`src/hw/rtl/gfmc_pkg.sv`:
```
`default_nettype none
// ----------------------------------------------------------------------------
// gfmc_pkg
// Shared constants, codes and handshake structs for the gesture flight mode
// controller.
// ----------------------------------------------------------------------------
package gfmc_pkg;

    localparam int DEFAULT_COUNTER_BITS = 16;
    localparam int DEFAULT_TILT_BITS    = 16;

    // tilt divider widths: quotient never exceeds the stick span
    localparam int DEN_W = 15;
    localparam int QUO_W = 9;
    localparam int NUM_W = DEN_W + QUO_W;
    localparam int CNT_W = $clog2(QUO_W + 1);

    localparam logic [QUO_W-1:0] STICK_SPAN = QUO_W'(400);

    localparam logic [10:0] PWM_MIN  = 11'd1100;
    localparam logic [10:0] PWM_MAX  = 11'd1900;
    localparam logic [10:0] PWM_MID  = 11'd1500;
    localparam logic [10:0] PWM_BOTH = 11'd1250;

    localparam logic [2:0] MODE_INIT  = 3'd0;
    localparam logic [2:0] MODE_LAND  = 3'd1;
    localparam logic [2:0] MODE_ARM   = 3'd2;
    localparam logic [2:0] MODE_SAFE  = 3'd3;
    localparam logic [2:0] MODE_FLY   = 3'd4;
    localparam logic [2:0] MODE_HOLD  = 3'd5;
    localparam logic [2:0] MODE_AWAIT = 3'd6;

    localparam logic [2:0] LED_OFF    = 3'd0;
    localparam logic [2:0] LED_GREEN  = 3'd1;
    localparam logic [2:0] LED_YELLOW = 3'd2;
    localparam logic [2:0] LED_RED    = 3'd3;
    localparam logic [2:0] LED_BLUE   = 3'd4;

    localparam logic [1:0] BLINK_STEADY = 2'd0;
    localparam logic [1:0] BLINK_SLOW   = 2'd1;
    localparam logic [1:0] BLINK_NORMAL = 2'd2;
    localparam logic [1:0] BLINK_FAST   = 2'd3;

    localparam int CFG_IDX_W = 3;
    localparam logic [CFG_IDX_W-1:0] REG_ARM_TIME    = 3'd0;
    localparam logic [CFG_IDX_W-1:0] REG_SAFE_TIME   = 3'd1;
    localparam logic [CFG_IDX_W-1:0] REG_DISARM_TIME = 3'd2;
    localparam logic [CFG_IDX_W-1:0] REG_HOLD_TIME   = 3'd3;
    localparam logic [CFG_IDX_W-1:0] REG_CLIMB       = 3'd4;
    localparam logic [CFG_IDX_W-1:0] REG_DEAD_BAND   = 3'd5;
    localparam logic [CFG_IDX_W-1:0] REG_FULL_SCALE  = 3'd6;

    localparam logic [15:0] RST_ARM_TIME    = 16'd300;
    localparam logic [15:0] RST_SAFE_TIME   = 16'd100;
    localparam logic [15:0] RST_DISARM_TIME = 16'd300;
    localparam logic [15:0] RST_HOLD_TIME   = 16'd200;
    localparam logic [15:0] RST_CLIMB       = 16'd5;
    localparam logic [14:0] RST_DEAD_BAND   = 15'd100;
    localparam logic [14:0] RST_FULL_SCALE  = 15'd500;

    typedef struct packed {
        logic load_in;
        logic prep;
        logic div_start;
        logic update;
        logic out_load;
    } gfmc_cmd_t;

    typedef struct packed {
        logic div_done;
    } gfmc_sts_t;

endpackage
`default_nettype wire

```
`src/hw/rtl/gesture_flight_mode_controller.sv`:
```
`default_nettype none
// ----------------------------------------------------------------------------
// gesture_flight_mode_controller
// Glove gesture driven flight mode controller producing RC pulse widths.
//
// Input channel s_*: one beat per control pass (tick, gesture flags, buttons,
// hand tilt x/y). Result channel m_*: one beat per pass with throttle, arm,
// pitch and roll widths, LED colour/blink and the flight mode.
// Configuration: cfg_valid/cfg_ready/cfg_index/cfg_data, always ready, write
// only while no pass is in flight; index 7 is ignored.
// A pass steps through latch, prep, divider start, a wait on the
// one-bit-per-cycle tilt dividers (nine steps plus the done check, two lanes
// in parallel), state update and load.
// The result register frees the input side: a new beat is taken while the
// previous result waits; a pass that finishes against a stalled receiver
// holds in its last step until the result register drains.
// Reset (aresetn low, synchronous): mode init, counters and held pulse widths
// cleared, configuration back to its default values, no result pending.
// ----------------------------------------------------------------------------
module gesture_flight_mode_controller #(
    parameter int COUNTER_BITS = gfmc_pkg::DEFAULT_COUNTER_BITS,
    parameter int TILT_BITS    = gfmc_pkg::DEFAULT_TILT_BITS
) (
    input  wire logic                           aclk,
    input  wire logic                           aresetn,
    input  wire logic                           cfg_valid,
    output logic                                cfg_ready,
    input  wire logic [gfmc_pkg::CFG_IDX_W-1:0] cfg_index,
    input  wire logic [15:0]                    cfg_data,
    input  wire logic                           s_valid,
    output logic                                s_ready,
    input  wire logic                           s_tick,
    input  wire logic                           s_glove_inverted,
    input  wire logic                           s_glove_fist,
    input  wire logic                           s_glove_up,
    input  wire logic                           s_glove_down,
    input  wire logic                           s_button_disarm,
    input  wire logic                           s_button_hold,
    input  wire logic signed [TILT_BITS-1:0]    s_hand_tilt_x,
    input  wire logic signed [TILT_BITS-1:0]    s_hand_tilt_y,
    output logic                                m_valid,
    input  wire logic                           m_ready,
    output logic [10:0]                         m_throttle_us,
    output logic [10:0]                         m_arm_us,
    output logic [10:0]                         m_pitch_us,
    output logic [10:0]                         m_roll_us,
    output logic [2:0]                          m_led_colour,
    output logic [1:0]                          m_led_blink,
    output logic [2:0]                          m_flight_mode
);
    import gfmc_pkg::*;

    gfmc_cmd_t cmd;
    gfmc_sts_t sts;

    assign cfg_ready = 1'b1;

    gfmc_ctrl u_ctrl (
        .aclk    (aclk),
        .aresetn (aresetn),
        .s_valid (s_valid),
        .s_ready (s_ready),
        .m_valid (m_valid),
        .m_ready (m_ready),
        .cmd     (cmd),
        .sts     (sts)
    );

    gfmc_datapath #(
        .COUNTER_BITS (COUNTER_BITS),
        .TILT_BITS    (TILT_BITS)
    ) u_datapath (
        .aclk             (aclk),
        .aresetn          (aresetn),
        .cmd              (cmd),
        .sts              (sts),
        .cfg_we           (cfg_valid && cfg_ready),
        .cfg_index        (cfg_index),
        .cfg_data         (cfg_data),
        .s_tick           (s_tick),
        .s_glove_inverted (s_glove_inverted),
        .s_glove_fist     (s_glove_fist),
        .s_glove_up       (s_glove_up),
        .s_glove_down     (s_glove_down),
        .s_button_disarm  (s_button_disarm),
        .s_button_hold    (s_button_hold),
        .s_hand_tilt_x    (s_hand_tilt_x),
        .s_hand_tilt_y    (s_hand_tilt_y),
        .m_throttle_us    (m_throttle_us),
        .m_arm_us         (m_arm_us),
        .m_pitch_us       (m_pitch_us),
        .m_roll_us        (m_roll_us),
        .m_led_colour     (m_led_colour),
        .m_led_blink      (m_led_blink),
        .m_flight_mode    (m_flight_mode)
    );

endmodule
`default_nettype wire

```
`src/hw/rtl/gfmc_div.sv`:
```
`default_nettype none
// ----------------------------------------------------------------------------
// gfmc_div
// Restoring divider, one quotient bit per cycle, for the tilt stick scaling.
// ----------------------------------------------------------------------------
module gfmc_div (
    input  wire logic                      aclk,
    input  wire logic                      aresetn,
    input  wire logic                      start,
    input  wire logic [gfmc_pkg::NUM_W-1:0] num,
    input  wire logic [gfmc_pkg::DEN_W-1:0] den,
    output logic                           done,
    output logic [gfmc_pkg::QUO_W-1:0]     quo,
    output logic                           rem_nz
);
    import gfmc_pkg::*;

    logic [NUM_W-1:0] rem_reg, rem_next;
    logic [NUM_W-1:0] dsh_reg, dsh_next;
    logic [QUO_W-1:0] quo_reg, quo_next;
    logic [CNT_W-1:0] cnt_reg, cnt_next;
    logic             busy_reg, busy_next;
    logic             fits;

    assign fits = (rem_reg >= dsh_reg);

    always_comb begin
        rem_next  = rem_reg;
        dsh_next  = dsh_reg;
        quo_next  = quo_reg;
        cnt_next  = cnt_reg;
        busy_next = busy_reg;
        if (start) begin
            rem_next  = num;
            dsh_next  = NUM_W'(den) << (QUO_W - 1);
            cnt_next  = CNT_W'(QUO_W);
            busy_next = 1'b1;
        end else if (busy_reg) begin
            rem_next  = fits ? rem_reg - dsh_reg : rem_reg;
            quo_next  = {quo_reg[QUO_W-2:0], fits};
            dsh_next  = dsh_reg >> 1;
            cnt_next  = cnt_reg - CNT_W'(1);
            busy_next = (cnt_reg != CNT_W'(1));
        end
    end

    always_ff @(posedge aclk) begin
        if (!aresetn) begin
            busy_reg <= 1'b0;
            cnt_reg  <= '0;
        end else begin
            busy_reg <= busy_next;
            cnt_reg  <= cnt_next;
        end
        rem_reg <= rem_next;
        dsh_reg <= dsh_next;
        quo_reg <= quo_next;
    end

    assign done   = !busy_reg;
    assign quo    = quo_reg;
    assign rem_nz = (rem_reg != '0);

endmodule
`default_nettype wire

```
`src/hw/rtl/gfmc_datapath.sv`:
```
`default_nettype none
// ----------------------------------------------------------------------------
// gfmc_datapath
// Configuration registers, mode state, tilt stick lanes and result register.
// ----------------------------------------------------------------------------
module gfmc_datapath #(
    parameter int COUNTER_BITS = gfmc_pkg::DEFAULT_COUNTER_BITS,
    parameter int TILT_BITS    = gfmc_pkg::DEFAULT_TILT_BITS
) (
    input  wire logic                          aclk,
    input  wire logic                          aresetn,
    input  wire gfmc_pkg::gfmc_cmd_t           cmd,
    output gfmc_pkg::gfmc_sts_t                sts,
    input  wire logic                          cfg_we,
    input  wire logic [gfmc_pkg::CFG_IDX_W-1:0] cfg_index,
    input  wire logic [15:0]                   cfg_data,
    input  wire logic                          s_tick,
    input  wire logic                          s_glove_inverted,
    input  wire logic                          s_glove_fist,
    input  wire logic                          s_glove_up,
    input  wire logic                          s_glove_down,
    input  wire logic                          s_button_disarm,
    input  wire logic                          s_button_hold,
    input  wire logic signed [TILT_BITS-1:0]   s_hand_tilt_x,
    input  wire logic signed [TILT_BITS-1:0]   s_hand_tilt_y,
    output logic [10:0]                        m_throttle_us,
    output logic [10:0]                        m_arm_us,
    output logic [10:0]                        m_pitch_us,
    output logic [10:0]                        m_roll_us,
    output logic [2:0]                         m_led_colour,
    output logic [1:0]                         m_led_blink,
    output logic [2:0]                         m_flight_mode
);
    import gfmc_pkg::*;

    localparam int MAG_W = (TILT_BITS > DEN_W) ? TILT_BITS : DEN_W;
    localparam int CMP_W = (COUNTER_BITS > 16) ? COUNTER_BITS : 16;
    localparam logic [COUNTER_BITS-1:0] CNT_MAX = {COUNTER_BITS{1'b1}};

    function automatic logic timed_out(input logic [COUNTER_BITS-1:0] el,
                                       input logic [15:0] lim);
        return CMP_W'(el) > CMP_W'(lim);
    endfunction

    function automatic logic [10:0] stick(input logic sat, input logic dz,
                                          input logic neg, input logic invert,
                                          input logic [QUO_W-1:0] q,
                                          input logic rnz);
        logic [10:0] res;
        if (sat) begin
            res = neg ? PWM_MIN : PWM_MAX;
        end else if (dz) begin
            res = PWM_MID;
        end else if (neg == invert) begin
            res = PWM_MID + 11'(q);
        end else begin
            res = PWM_MID - 11'(q) - 11'(rnz);
        end
        return res;
    endfunction

    // configuration
    logic [15:0] arm_time_reg, safe_time_reg, disarm_time_reg, hold_time_reg;
    logic [15:0] climb_reg;
    logic [14:0] dead_reg, full_reg;

    always_ff @(posedge aclk) begin
        if (!aresetn) begin
            arm_time_reg    <= RST_ARM_TIME;
            safe_time_reg   <= RST_SAFE_TIME;
            disarm_time_reg <= RST_DISARM_TIME;
            hold_time_reg   <= RST_HOLD_TIME;
            climb_reg       <= RST_CLIMB;
            dead_reg        <= RST_DEAD_BAND;
            full_reg        <= RST_FULL_SCALE;
        end else if (cfg_we) begin
            unique case (cfg_index)
                REG_ARM_TIME:    arm_time_reg    <= cfg_data;
                REG_SAFE_TIME:   safe_time_reg   <= cfg_data;
                REG_DISARM_TIME: disarm_time_reg <= cfg_data;
                REG_HOLD_TIME:   hold_time_reg   <= cfg_data;
                REG_CLIMB:       climb_reg       <= cfg_data;
                REG_DEAD_BAND:   dead_reg        <= cfg_data[14:0];
                REG_FULL_SCALE:  full_reg        <= cfg_data[14:0];
                default: begin
                end
            endcase
        end
    end

    // input beat
    logic tick_reg, inv_reg, fist_reg, up_reg, down_reg, bdis_reg, bhold_reg;
    logic [TILT_BITS-1:0] tilt_reg [2];

    always_ff @(posedge aclk) begin
        if (cmd.load_in) begin
            tick_reg    <= s_tick;
            inv_reg     <= s_glove_inverted;
            fist_reg    <= s_glove_fist;
            up_reg      <= s_glove_up;
            down_reg    <= s_glove_down;
            bdis_reg    <= s_button_disarm;
            bhold_reg   <= s_button_hold;
            tilt_reg[0] <= s_hand_tilt_x;
            tilt_reg[1] <= s_hand_tilt_y;
        end
    end

    // stick lanes: 0 = x (roll), 1 = y (pitch)
    logic [DEN_W-1:0] den_reg;
    logic             sat_reg [2];
    logic             dz_reg  [2];
    logic             neg_reg [2];
    logic [NUM_W-1:0] num_reg [2];
    logic [QUO_W-1:0] quo     [2];
    logic             rnz     [2];
    logic             ldone   [2];

    always_ff @(posedge aclk) begin
        if (cmd.prep) begin
            den_reg <= full_reg - dead_reg;
        end
    end

    for (genvar i = 0; i < 2; i++) begin : g_lane
        logic                 neg;
        logic [TILT_BITS-1:0] mag;
        logic [MAG_W-1:0]     mag_ext;
        logic [DEN_W-1:0]     diff;

        assign neg     = tilt_reg[i][TILT_BITS-1];
        assign mag     = neg ? (~tilt_reg[i] + TILT_BITS'(1)) : tilt_reg[i];
        assign mag_ext = MAG_W'(mag);
        assign diff    = DEN_W'(mag_ext - MAG_W'(dead_reg));

        always_ff @(posedge aclk) begin
            if (cmd.prep) begin
                neg_reg[i] <= neg;
                sat_reg[i] <= (mag_ext > MAG_W'(full_reg));
                dz_reg[i]  <= (mag_ext <= MAG_W'(dead_reg));
                num_reg[i] <= NUM_W'(diff) * NUM_W'(STICK_SPAN);
            end
        end

        gfmc_div u_div (
            .aclk    (aclk),
            .aresetn (aresetn),
            .start   (cmd.div_start),
            .num     (num_reg[i]),
            .den     (den_reg),
            .done    (ldone[i]),
            .quo     (quo[i]),
            .rem_nz  (rnz[i])
        );
    end

    assign sts.div_done = ldone[0] && ldone[1];

    // mode state
    logic [2:0]              mode_reg, mode_next;
    logic [2:0]              target_reg, target_next;
    logic [COUNTER_BITS-1:0] elapsed_reg, elapsed_next, el_tick;
    logic [10:0]             thr_reg, thr_next, arm_reg, arm_next;
    logic [10:0]             pitch_reg, pitch_next, roll_reg, roll_next;
    logic [2:0]              colour_reg, colour_next;
    logic [1:0]              blink_reg, blink_next;
    logic                    both_btn;

    assign el_tick  = (tick_reg && elapsed_reg != CNT_MAX) ?
                      elapsed_reg + COUNTER_BITS'(1) : elapsed_reg;
    assign both_btn = bdis_reg && bhold_reg;

    always_comb begin
        mode_next    = mode_reg;
        target_next  = target_reg;
        elapsed_next = elapsed_reg;
        thr_next     = thr_reg;
        arm_next     = arm_reg;
        pitch_next   = pitch_reg;
        roll_next    = roll_reg;
        colour_next  = colour_reg;
        blink_next   = blink_reg;
        if (cmd.update) begin
            if (mode_reg == MODE_AWAIT) begin
                if (!bhold_reg) begin
                    mode_next = target_reg;
                end
            end else begin
                elapsed_next = el_tick;
                unique case (mode_reg)
                    MODE_LAND: begin
                        colour_next = LED_GREEN;
                        thr_next    = PWM_MIN;
                        arm_next    = PWM_MIN;
                        if (inv_reg && fist_reg) begin
                            if (timed_out(el_tick, arm_time_reg)) begin
                                mode_next = MODE_ARM;
                            end
                            blink_next = BLINK_FAST;
                        end else begin
                            elapsed_next = '0;
                            blink_next   = BLINK_STEADY;
                        end
                    end
                    MODE_ARM: begin
                        colour_next = LED_YELLOW;
                        blink_next  = BLINK_NORMAL;
                        thr_next    = PWM_MIN;
                        arm_next    = PWM_MAX;
                        if (!inv_reg && fist_reg) begin
                            if (timed_out(el_tick, safe_time_reg)) begin
                                mode_next = MODE_SAFE;
                            end
                        end else begin
                            elapsed_next = '0;
                        end
                    end
                    MODE_SAFE: begin
                        if (!fist_reg) begin
                            mode_next = MODE_FLY;
                        end else begin
                            pitch_next = PWM_MID;
                            roll_next  = PWM_MID;
                            priority if (bdis_reg) begin
                                if (timed_out(el_tick, disarm_time_reg)) begin
                                    mode_next = MODE_LAND;
                                end
                                colour_next = LED_GREEN;
                                blink_next  = BLINK_FAST;
                            end else if (bhold_reg) begin
                                if (timed_out(el_tick, hold_time_reg)) begin
                                    mode_next   = MODE_AWAIT;
                                    target_next = MODE_HOLD;
                                end
                                colour_next = LED_BLUE;
                                blink_next  = BLINK_FAST;
                            end else if (up_reg && thr_reg < PWM_MAX) begin
                                if (timed_out(el_tick, climb_reg)) begin
                                    thr_next     = thr_reg + 11'd1;
                                    elapsed_next = '0;
                                end
                                colour_next = LED_RED;
                                blink_next  = BLINK_NORMAL;
                            end else if (down_reg && thr_reg > PWM_MIN) begin
                                if (timed_out(el_tick, climb_reg)) begin
                                    thr_next     = thr_reg - 11'd1;
                                    elapsed_next = '0;
                                end
                                colour_next = LED_RED;
                                blink_next  = BLINK_NORMAL;
                            end else begin
                                elapsed_next = '0;
                                colour_next  = LED_RED;
                                blink_next   = BLINK_SLOW;
                            end
                        end
                    end
                    MODE_FLY: begin
                        if (fist_reg) begin
                            mode_next = MODE_SAFE;
                        end else begin
                            colour_next = LED_RED;
                            blink_next  = BLINK_FAST;
                            pitch_next  = stick(sat_reg[1], dz_reg[1], neg_reg[1], 1'b0,
                                                quo[1], rnz[1]);
                            roll_next   = stick(sat_reg[0], dz_reg[0], neg_reg[0], 1'b1,
                                                quo[0], rnz[0]);
                        end
                    end
                    MODE_HOLD: begin
                        colour_next = LED_BLUE;
                        blink_next  = BLINK_SLOW;
                        pitch_next  = PWM_MID;
                        roll_next   = PWM_MID;
                        if (bhold_reg) begin
                            if (timed_out(el_tick, hold_time_reg)) begin
                                mode_next   = MODE_AWAIT;
                                target_next = MODE_SAFE;
                            end
                            colour_next = LED_RED;
                            blink_next  = BLINK_FAST;
                        end else begin
                            elapsed_next = '0;
                        end
                    end
                    default: begin
                        thr_next   = PWM_MIN;
                        arm_next   = PWM_MIN;
                        pitch_next = PWM_MID;
                        roll_next  = PWM_MID;
                        mode_next  = MODE_LAND;
                    end
                endcase
                if ((mode_next == MODE_SAFE || mode_next == MODE_FLY ||
                     mode_next == MODE_HOLD) && both_btn) begin
                    elapsed_next = '0;
                    thr_next     = PWM_BOTH;
                end
            end
        end
    end

    always_ff @(posedge aclk) begin
        if (!aresetn) begin
            mode_reg    <= MODE_INIT;
            target_reg  <= MODE_INIT;
            elapsed_reg <= '0;
            thr_reg     <= '0;
            arm_reg     <= '0;
            pitch_reg   <= '0;
            roll_reg    <= '0;
            colour_reg  <= LED_OFF;
            blink_reg   <= BLINK_STEADY;
        end else begin
            mode_reg    <= mode_next;
            target_reg  <= target_next;
            elapsed_reg <= elapsed_next;
            thr_reg     <= thr_next;
            arm_reg     <= arm_next;
            pitch_reg   <= pitch_next;
            roll_reg    <= roll_next;
            colour_reg  <= colour_next;
            blink_reg   <= blink_next;
        end
    end

    // result register
    always_ff @(posedge aclk) begin
        if (cmd.out_load) begin
            m_throttle_us <= thr_reg;
            m_arm_us      <= arm_reg;
            m_pitch_us    <= pitch_reg;
            m_roll_us     <= roll_reg;
            m_led_colour  <= colour_reg;
            m_led_blink   <= blink_reg;
            m_flight_mode <= mode_reg;
        end
    end

endmodule
`default_nettype wire

```
`src/hw/rtl/gfmc_ctrl.sv`:
```
`default_nettype none
// ----------------------------------------------------------------------------
// gfmc_ctrl
// Sequencer for one control pass and the result channel valid flag.
// ----------------------------------------------------------------------------
module gfmc_ctrl (
    input  wire logic                aclk,
    input  wire logic                aresetn,
    input  wire logic                s_valid,
    output logic                     s_ready,
    output logic                     m_valid,
    input  wire logic                m_ready,
    output gfmc_pkg::gfmc_cmd_t      cmd,
    input  wire gfmc_pkg::gfmc_sts_t sts
);
    import gfmc_pkg::*;

    localparam logic [2:0] S_IDLE   = 3'd0;
    localparam logic [2:0] S_PREP   = 3'd1;
    localparam logic [2:0] S_DSTART = 3'd2;
    localparam logic [2:0] S_DWAIT  = 3'd3;
    localparam logic [2:0] S_UPDATE = 3'd4;
    localparam logic [2:0] S_OUT    = 3'd5;

    logic [2:0] state_reg, state_next;
    logic       m_valid_reg, m_valid_next;

    assign s_ready       = (state_reg == S_IDLE);
    assign cmd.load_in   = s_valid && s_ready;
    assign cmd.prep      = (state_reg == S_PREP);
    assign cmd.div_start = (state_reg == S_DSTART);
    assign cmd.update    = (state_reg == S_UPDATE);
    assign cmd.out_load  = (state_reg == S_OUT) && (!m_valid_reg || m_ready);

    always_comb begin
        state_next = state_reg;
        unique case (state_reg)
            S_IDLE:   if (cmd.load_in) state_next = S_PREP;
            S_PREP:   state_next = S_DSTART;
            S_DSTART: state_next = S_DWAIT;
            S_DWAIT:  if (sts.div_done) state_next = S_UPDATE;
            S_UPDATE: state_next = S_OUT;
            S_OUT:    if (cmd.out_load) state_next = S_IDLE;
            default:  state_next = S_IDLE;
        endcase
    end

    always_comb begin
        m_valid_next = m_valid_reg;
        priority if (cmd.out_load) begin
            m_valid_next = 1'b1;
        end else if (m_ready) begin
            m_valid_next = 1'b0;
        end
    end

    always_ff @(posedge aclk) begin
        if (!aresetn) begin
            state_reg   <= S_IDLE;
            m_valid_reg <= 1'b0;
        end else begin
            state_reg   <= state_next;
            m_valid_reg <= m_valid_next;
        end
    end

    assign m_valid = m_valid_reg;

`ifndef SYNTHESIS
    a_div_ready_at_update: assert property (@(posedge aclk) disable iff (!aresetn)
        (state_reg == S_UPDATE) |-> sts.div_done)
        else $error("state update with divider still busy");

    a_div_goes_busy: assert property (@(posedge aclk) disable iff (!aresetn)
        cmd.div_start |=> !sts.div_done)
        else $error("divider did not start");

    a_out_load_shows: assert property (@(posedge aclk) disable iff (!aresetn)
        cmd.out_load |=> (m_valid_reg && state_reg == S_IDLE))
        else $error("result beat not presented after load");
`endif

endmodule
`default_nettype wire
```
`config.mk`:
```
export PLATFORM = sky130hd
export DESIGN_NAME = gesture_flight_mode_controller
export DESIGN_NICKNAME = d
export VERILOG_FILES = /design/src/hw/rtl/gfmc_pkg.sv /design/src/hw/rtl/gesture_flight_mode_controller.sv /design/src/hw/rtl/gfmc_div.sv /design/src/hw/rtl/gfmc_datapath.sv /design/src/hw/rtl/gfmc_ctrl.sv
export SDC_FILE = /design/constraint.sdc
export NUM_CORES = 1
export LEC_CHECK = 0
export ABC_AREA = 1
export BUFFER_PORTS_ARGS = -buffer_cell sky130_fd_sc_hd__buf_2
export CAP_MARGIN = 40
export CORE_ASPECT_RATIO = 0.9
export CORE_MARGIN = 3
export CORE_UTILIZATION = 57
export CTS_CLUSTER_DIAMETER = 60
export DETAILED_ROUTE_END_ITERATION = 7
export GPL_TIMING_DRIVEN = 0
export PLACE_DENSITY = 0.83
export SLEW_MARGIN = 15
export SYNTH_ARGS = -nofsm -noshare
export SYNTH_HDL_FRONTEND = slang
export SYNTH_SLANG_ARGS = --single-unit
```
`constraint.sdc`:
```
create_clock -name aclk -period 6.5 [get_ports aclk]
set_clock_uncertainty 0.15 [all_clocks]
set_input_delay 1.3 -clock aclk [delete_from_list [all_inputs] [get_ports aclk]]
set_output_delay 1.3 -clock aclk [all_outputs]
set_load 0.02 [all_outputs]
```
# Yosys cells after proc, flatten, opt, wreduce, memory -nomap -nowiden
# Memories as Yosys holds them, arrays and structs flattened.
# Cells that the tools add are included.
# W data, S select, Z words.
# totals
elab_cells	285
register_bits	381
ram_bits	78
output_inout_bits	55
input_bits	63
n_memories	5
# op_classes
multipliers	2
order_cmp	13
n_mux	102
add_sub_neg	18
reduce_logical	51
eq_ne	40
n_bitwise	7
# memory_table
memory	depth	width	read_ports	rd_ports_with_merged_regs	write_ports	line_no	rtl
u_datapath.num_reg	2	20	2	0	2	gfmc_datapath.sv:114	logic [NUM_W-1:0] num_reg [2];
u_datapath.tilt_reg	2	16	2	0	2	gfmc_datapath.sv:93	logic [TILT_BITS-1:0] tilt_reg [2];
u_datapath.dz_reg	2	1	2	0	2	gfmc_datapath.sv:112	logic dz_reg [2];
u_datapath.neg_reg	2	1	2	0	2	gfmc_datapath.sv:113	logic neg_reg [2];
u_datapath.sat_reg	2	1	2	0	2	gfmc_datapath.sv:111	logic sat_reg [2];
# ops
cell	n
$mux W16	13
$mux W11	17
$mux W24	6
$mux W23	4
$mux W3	28
$gt A16 B16 Y1	5
$pmux W11 S3	2
$pmux W16 S4	1
$add A16 B1 Y16 const B	3
$ge A24 B23 Y1	2
$reduce_bool A24 Y1	2
$sub A24 B23 Y24	2
$sub A15 B15 Y15	3
$pmux W11 S2	2
$mul A15 B5 Y20 const B	2
$gt A16 B15 Y1	2
$le A16 B15 Y1	2
$not A16 Y16	2
$eq A3 B3 Y1 const B	10
$pmux W3 S5	2
$reduce_and A2 Y1	13
$add A11 B9 Y11 const A	2
$sub A11 B1 Y11	2
$sub A11 B9 Y11 const A	2
33 further kinds	104

# Longest topological paths before layout
# Gate-level depths: netlist of run 1.
# depth
word_depth	17
depth_mapped	34
mapped_depth_nobuf	34

# Hierarchy
# A second synthesis of run 1 with hierarchy kept.
# hier_totals
hier_cells	3645
area_unflattened_um2	29238.0
# by_module_without_submodules
module	seq_area_each_um2	instances	area_each_um2	cells_each
gfmc_datapath	7737.4	1	20434.6	2402
gfmc_div	1701.6	2	4262.8	600
gfmc_ctrl	80.1	1	266.5	41
gesture_flight_mode_controller	0.0	1	11.3	2

# Worst setup path after synthesis of run 1
# OpenSTA, ideal clock, no wires.
# synth_timing
path_kind	reg-to-reg
from	memory u_datapath.tilt_reg[0][0] (netlist name)
to	memory u_datapath.num_reg[0][19] (netlist name) (data pin)
setup_time_ns	0.257
t_arrival_ns	4.925
path_buffers	0
synth_period_minus_slack_ns	5.332
path_slack_ns	1.168
required_ns	6.093
stages_incl_launch_ff	30
cell_sequence	edfxtp_1 > inv_1 > ha_1 > inv_1 > nor3_1 > nand2_1 > o21ai_0 > xnor2_1 > ha_1 > nand2_1 > o31ai_1 > a21oi_1 > o21bai_1 > a21oi_1 > o21ai_0 > xor2_1 > inv_1 > ha_1 > ha_1 > inv_1 > fa_1 > inv_1 > ha_1 > inv_1 > o21bai_1 > nand3_1 > nand2_1 > nand3_1 > nand2_1 > xor2_1
# synth_rtl
element	line_no
from (decl)	gfmc_datapath.sv:93
to (decl)	gfmc_datapath.sv:114

==> impl_metrics.toml, run 1 <==
[cts]
cts_tree = "built"
clk_latency_ns = 0.59
cts_root_buf = "clkbuf_16"
clk_path_buf_depth = 3
clkSlewWorstSetupHoldPaths_ns = 0.06
h-tree-depth = 2
cts.sink_count = 441
cts-buffers-inserted = 47

[pwr]
power.leakage_nw = 13.6
pwr-share-seq_pct = 28.3
p_sw_mw = 6.39
power.total_mw = 15.4
intPower_mw = 8.97
netSwitchingFraction_pct = 41.6
power_density_nw_per_um2 = 507
p_clk_share_pct = 17.4
power_frac_comb_pct = 54.3
ir_worst_vdd_mv = 0.461

[cells_and_area]
seq_area_um2 = 11200
finalInstanceArea_um2 = 30300
final_cell_mix = "481 x inv_1, 439 x nand2_1, 337 x a21oi_1, 329 x ha_1, 239 x edfxtp_1"
fill_cells = 3837
mostFrequentLayoutCell = "inv_1"
fin_nets = 3712
layout-drive-gt1-share_pct = 8.13
largest_register_ffs = 48
multiInputGateArea_um2 = 13900
syn2layout_area_growth_pct = 11.4

[routing]
dr.pass1.iters = 6
drc = 0
drtIter0Drc = 2183
via_count = 22300
routed_wl_um = 67400
vias_per_cell = 5.64
antenna_left = 0
post_drt_wl_per_cell_um = 17.0

[timing]
setup_viol = 0
finalMaxSlewViolations = 0
finalHoldViolations = 0
max_freq_mhz = 164
timing.final.crit_share_pct = 94.0
fin_crit_ns = 6.11
worstMarginPinSlew_ns = 0.896
rsz0062_at_grt = "false"
fin_setup_tns_ns = 0
slew_headroom_pct = 40.3

[outcome]
status = "complete, no violations"

[global_routing]
grt_max_degree = 34
first_global_vias = 20500
grt.total_usage_pct = 26.1
grt_pass1_wl_um = 107000
grt_overflow = 0
grt_antenna_before_repair = 3

[worst_setup_path]
start_kind = "register"
worst_path_most_repeated_cell = "inv_1"
cp_top_family = "adder cells"
end_kind = "register"
worstPathRequired_ns = 6.69
crit_buf_inv = 6
slowest_delay_ns = 0.54
critPathSlowestCell = "fa_1"
worstPathArrival_ns = 6.31
crit_type = "reg -> reg"
critical_path.max_fanout = 4

[placement]
placed_cell_area_um2 = 28700
place_congestion = 0.956
io_buffers = 112
dp_hpwl_um = 51600

[yosys]
async_flop_share_pct = 0
synth_fa_ha_area_share_pct = 17.0
synth_area_um2 = 27200
synthCells = 3121
ys_types = 64
yosysSeqAreaShare_pct = 41.2
postSynthAreaPerCell_um2 = 8.72
yosysWarningCount = 0
ys_ff_latch = 441
synthMuxAreaShare_pct = 0
synth_top_family_by_area = "adder cells"
synth-compound-area-share_pct = 15.1
synth-xor-area-share_pct = 4.79
synth_edf_count = 239
yosys_most_used_dff = "edfxtp_1"
synth_simple_gate_area_share_pct = 13.7

[floorplan]
num_io_pins = 118
die-width_um = 236
die_area_um2 = 50400
start_util_pct = 58.0
die_h_um = 213
rows = 75
design.core.area_um2 = 46900

[job]
cap_violations = 0

[worst_hold_path]
min-delay-path-class = "reg -> reg"
==> area by class of cell <==
class	count	share of cell area (%)
Antenna cell	5	0.0413
Sequential cell	441	37.0
Multi-Input combinational cell	2112	45.7
Clock inverter	13	0.442
Clock buffer	74	4.62
Tap cell	616	2.54
Buffer	75	1.14
Inverter	495	6.13
Timing Repair Buffer	122	2.34
==> worst paths after layout <==
kind / end / slack, ns / start / cells after the start
max: u_datapath.num_reg[0][19]$_DFFE_PP_ / 0.39 / u_datapath.tilt_reg[0][0]$_DFFE_PP_ / 31
min reg2reg: u_datapath.m_led_blink[0]$_DFFE_PP_ / 0.27 / u_datapath.blink_reg[0]$_SDFFE_PN0P_ / 0
min: u_datapath.m_led_blink[0]$_DFFE_PP_ / 0.27 / u_datapath.blink_reg[0]$_SDFFE_PN0P_ / 0
max reg2reg: u_datapath.num_reg[0][19]$_DFFE_PP_ / 0.39 / u_datapath.tilt_reg[0][0]$_DFFE_PP_ / 31
==> Yosys cell counts (6+ instances only) <==
master	number	area [um2]
a22oi_1	22	165
dfxtp_1	202	4040
buf_4	13	97.6
o21bai_1	13	97.6
fa_1	26	521
clkbuf_1	53	199
nand4_1	19	119
nand2_2	8	50.1
nand2_1	439	1650
o22ai_1	30	188
xnor2_1	53	464
a21oi_1	337	1690
inv_1	481	1810
or2_2	14	87.6
a31oi_1	18	113
o211ai_1	30	225
o21ai_0	228	1140
nor2_1	197	739
buf_2	6	30.0
edfxtp_1	239	7180
nor4_1	24	150
a211oi_1	8	60.1
ha_1	329	4120
a21o_1	11	82.6
nor3_1	30	150
inv_2	9	33.8
xor2_1	96	841
nand3_1	104	521
o221ai_1	7	61.3
o31ai_1	6	45.0
==> power groups by stage <==
stage	Combinational, mW	Clock (mW)	Sequential, mW
after floorplan	6.39	0	4.34
after global placement	7.76	0	4.41
after detailed placement	8.10	0	4.40
after CTS	8.24	2.70	4.35
after global routing	9.58	2.81	4.40
final	8.34	2.67	4.36
==> per-layer routing <==
layer | track usage (%) | vias up | routed length (um)
met5 | 0 | - | 13
met3 | 3.46 | 130 | 5800
met1 | 37.6 | 10200 | 29800
li1 | - | 11000 | -
met4 | 8.07 | 2 | 1750
met2 | 41.5 | 939 | 30000
==> repair_timing <==
action	in CTS	in global routing
setup buffers	0	3
setup endpoints to repair	0	7
gates resized for setup	0	11
hold buffers	0	0
==> through the flow <==
stage | utilization (%) | std cells | hold WS (ns) | setup slack, ns
after CTS | 64.5 | 3946 | 0.276 | 0.180
final | 64.6 | 3953 | 0.274 | 0.388
after global routing | 64.6 | 3949 | 0.290 | 0.0124
after global placement | 60.9 | 3852 | 0.258 | 0.405
after detailed placement | 61.2 | 3859 | 0.260 | 0.191
after floorplan | - | 3124 | 0.253 | 1.17
==> worst reg2reg max path: cells and delay by family (launching register included) <==
family,cells,cell delay (ns)
AO/OA/AOI/OAI,8,1.38
XOR/XNOR,3,0.63
adder cells (fa/ha/maj),6,1.98
buffers and inverters,6,0.48
flip-flops,1,0.38
AND/OR/NAND/NOR,8,0.88
==> kinds of logic (layout without fill, tap and decap cells) <==
family | count (synthesis) | count (layout)
adders and majority gates | 355 | 355
other | 2 | 10
and+or+nand+nor | 864 | 864
xor gates and xnor gates | 149 | 149
DFF | 441 | 441
buffers and inverters | 571 | 779
AOI/OAI and AO/OA | 739 | 739
(Power assumes the default switching activity.)
==> inputs of run 2 (changes only) <==
--- a/config.mk
+++ b/config.mk
@@ -15,5 +15,6 @@
 export DETAILED_ROUTE_END_ITERATION = 7
 export GPL_TIMING_DRIVEN = 0
-export PLACE_DENSITY = 0.83
+export PLACE_DENSITY = 0.86
+export RECOVER_POWER = 100
 export SLEW_MARGIN = 15
 export SYNTH_ARGS = -nofsm -noshare
==> constraint.sdc (replaced) <==
create_clock -name aclk -period 5.6 [get_ports aclk]
set_clock_uncertainty 0.15 [all_clocks]
set_input_delay 1.12 -clock aclk [delete_from_list [all_inputs] [get_ports aclk]]
set_output_delay 1.12 -clock aclk [all_outputs]
set_load 0.01 [all_outputs]
==> run 2 against run 1 <==
The run now ends with setup timing left. Worst hold slack improved by 0.0014 ns. Fmax is 5.6% higher. Clock power is 18% higher. First-iteration DRC count rose by 20%. Worst setup slack worse by 0.58 ns. Non-clock buffer count up 60. Utilization increased by 3.2 points. Via count grew 5.4%. Critical path type unchanged.
==> impl_metrics.toml, run 2 (same netlist as run 1, synthesis figures left out) <==
[pwr]
power_density_nw_per_um2 = 707
ir_worst_vdd_mv = 0.789
p_clk_share_pct = 14.0
power.leakage_nw = 13.9
netSwitchingFraction_pct = 43.1
power_frac_comb_pct = 63.4
intPower_mw = 12.8
p_sw_mw = 9.69
pwr-share-seq_pct = 22.6

[timing]
hold_ws_ns = 0.276
timing.final.crit_share_pct = 103
max_freq_mhz = 173
fin_crit_ns = 5.79
worstMarginPinSlew_ns = 0.920
finalHoldViolations = 0
slew_headroom_pct = 38.7
finalMaxSlewViolations = 0
setup_viol = 5
fin_ws_ns = -0.188

[worst_setup_path]
worstPathRequired_ns = 5.80
regToRegSetupSlack_ns = -0.19
end_kind = "register"
critPathSlowestCell = "fa_1"
worstPathArrival_ns = 5.98
r2r.worst_path.cells = 32
critical_path.max_fanout = 4
start_kind = "register"
r2r_end = "u_datapath.num_reg[0][39]$_DFFE_PP_"
timing.rr.start = "u_datapath.tilt_reg[0][17]$_DFFE_PP_"
slowest_delay_ns = 0.55
crit_type = "reg -> reg"

[routing]
via_count = 23500
drc = 0
dr.pass1.iters = 6
antenna_left = 0
post_drt_wl_per_cell_um = 18.8
drtIter0Drc = 2612
routed_wl_um = 75500
vias_per_cell = 5.86

[cts]
h-tree-depth = 2
cts_root_buf = "clkbuf_16"
clk_latency_ns = 0.60
cts.sink_count = 441
cts_tree = "built"
hold_buffers = 0
clkSlewWorstSetupHoldPaths_ns = 0.06
cts-buffers-inserted = 46
clk_path_buf_depth = 3

[worst_hold_path]
hold_start = "u_datapath.blink_reg[0]$_SDFFE_PN0P_"
holdPathEnd = "u_datapath.m_led_blink[0]$_DFFE_PP_"
min-delay-path-class = "reg -> reg"
holdPathStages = 0

[outcome]
status = "finished, violations left"
violations = "setup timing"

[cells_and_area]
diodes = 0
fill_cells = 3383
largest_register_ffs = 48
final_cell_mix = "465 x inv_1, 427 x nand2_1, 309 x a21oi_1, 287 x ha_1, 239 x edfxtp_1"
mostFrequentLayoutCell = "inv_1"
syn2layout_area_growth_pct = 16.8
final_cells = 4006
fin_nets = 3771
layout-drive-gt1-share_pct = 14.7

[global_routing]
grt.total_usage_pct = 26.9
grt_overflow = 0
grt_max_degree = 35
grt_antenna_before_repair = 1
first_global_vias = 21200
grt_pass1_wl_um = 110000

[placement]
post-place-cells = 3858
place_congestion = 0.958
io_buffers = 112
dp_hpwl_um = 51900

[job]
cap_violations = 0

[floorplan]
rows = 75
num_io_pins = 118
die_area_um2 = 50400
start_util_pct = 58.0
die-width_um = 236
design.core.area_um2 = 46900
die_h_um = 213
## run 2: cell count changes in the layout (fill, tap and decap cells not counted), sizes merged
cell / delta
buf: +57
bufinv: +1
clkbuf: -14
clkinv: +6
clkinvlp: +7
diode: -5
inv: +1
## run 2: per-stage QoR
stage	instance area, um2	worst slack [ns]	setup TNS (ns)	util, %	power, mW
after floorplan	27200	0.268	0	-	12.4
after global placement	28600	-0.474	-3.14	60.9	14.1
after detailed placement	28700	-0.579	-4.26	61.1	14.5
after CTS	30500	-0.0890	-0.0890	65.1	18.1
after global routing	31800	-0.469	-2.49	67.8	23.8
final	31800	-0.188	-0.617	67.8	22.5
## run 2: worst max-delay path by stage
stage	cells after the start	end	from
2_1_floorplan	29	u_datapath.num_reg[0][19]$_DFFE_PP_	u_datapath.tilt_reg[0][0]$_DFFE_PP_
3_3_place_gp	28	u_datapath.num_reg[0][38]$_DFFE_PP_	u_datapath.tilt_reg[0][31]$_DFFE_PP_
3_5_place_dp	29	u_datapath.num_reg[0][19]$_DFFE_PP_	u_datapath.tilt_reg[0][0]$_DFFE_PP_
4_1_cts	29	u_datapath.num_reg[0][19]$_DFFE_PP_	u_datapath.tilt_reg[0][0]$_DFFE_PP_
5_1_grt	32	u_datapath.num_reg[0][39]$_DFFE_PP_	u_datapath.tilt_reg[0][17]$_DFFE_PP_
6_report	32	u_datapath.num_reg[0][39]$_DFFE_PP_	u_datapath.tilt_reg[0][17]$_DFFE_PP_
## run 2: metal layers
metal / part of all wire [%] / global-route usage (%)
met2: 46 / 43.4
met4: 4.3 / 9.92
met3: 9.0 / 3.95
met5: 0 / 0
met1: 41 / 37.2
## run 2: worst max-delay path, delay by kind of cell, from the launching register on
kind | cells | cell delay [ns]
compound gates | 7 | 1.04
xor+xnor | 3 | 0.49
fa+ha+maj | 6 | 1.90
buf+inv | 5 | 0.37
flops | 1 | 0.37
simple gates | 11 | 1.21
## run 2: power groups by stage
stage          registers [mW]  logic [mW]  clock network, mW
2_1_floorplan            5.02        7.41                  0
3_3_place_gp             5.11        8.98                  0
3_5_place_dp             5.11        9.41                  0
4_1_cts                  5.05        9.86               3.17
5_1_grt                  5.11        15.4               3.31
6_report                 5.08        14.3               3.16
## run 2: final cells by class
cell class              count  area [um2]  area share [%]
plain buffers              74         344            1.08
flip-flops and latches    441       11200            35.3
well taps                 616         771            2.42
clock inverters            28         249           0.783
clock buffers              57        1310            4.11
inverters                 495        1860            5.85
repair buffers            183        1150            3.60
multi-input cells        2112       14900            46.9
## run 2: timing repair
| item | CTS | global route |
|---|---|---|
| buffers inserted | 16 | 48 |
| gates resized for setup | 39 | 158 |
| hold endpoints to repair | 0 | 0 |
| setup endpoints to repair | 39 | 42 |
| pin swaps | 11 | 88 |
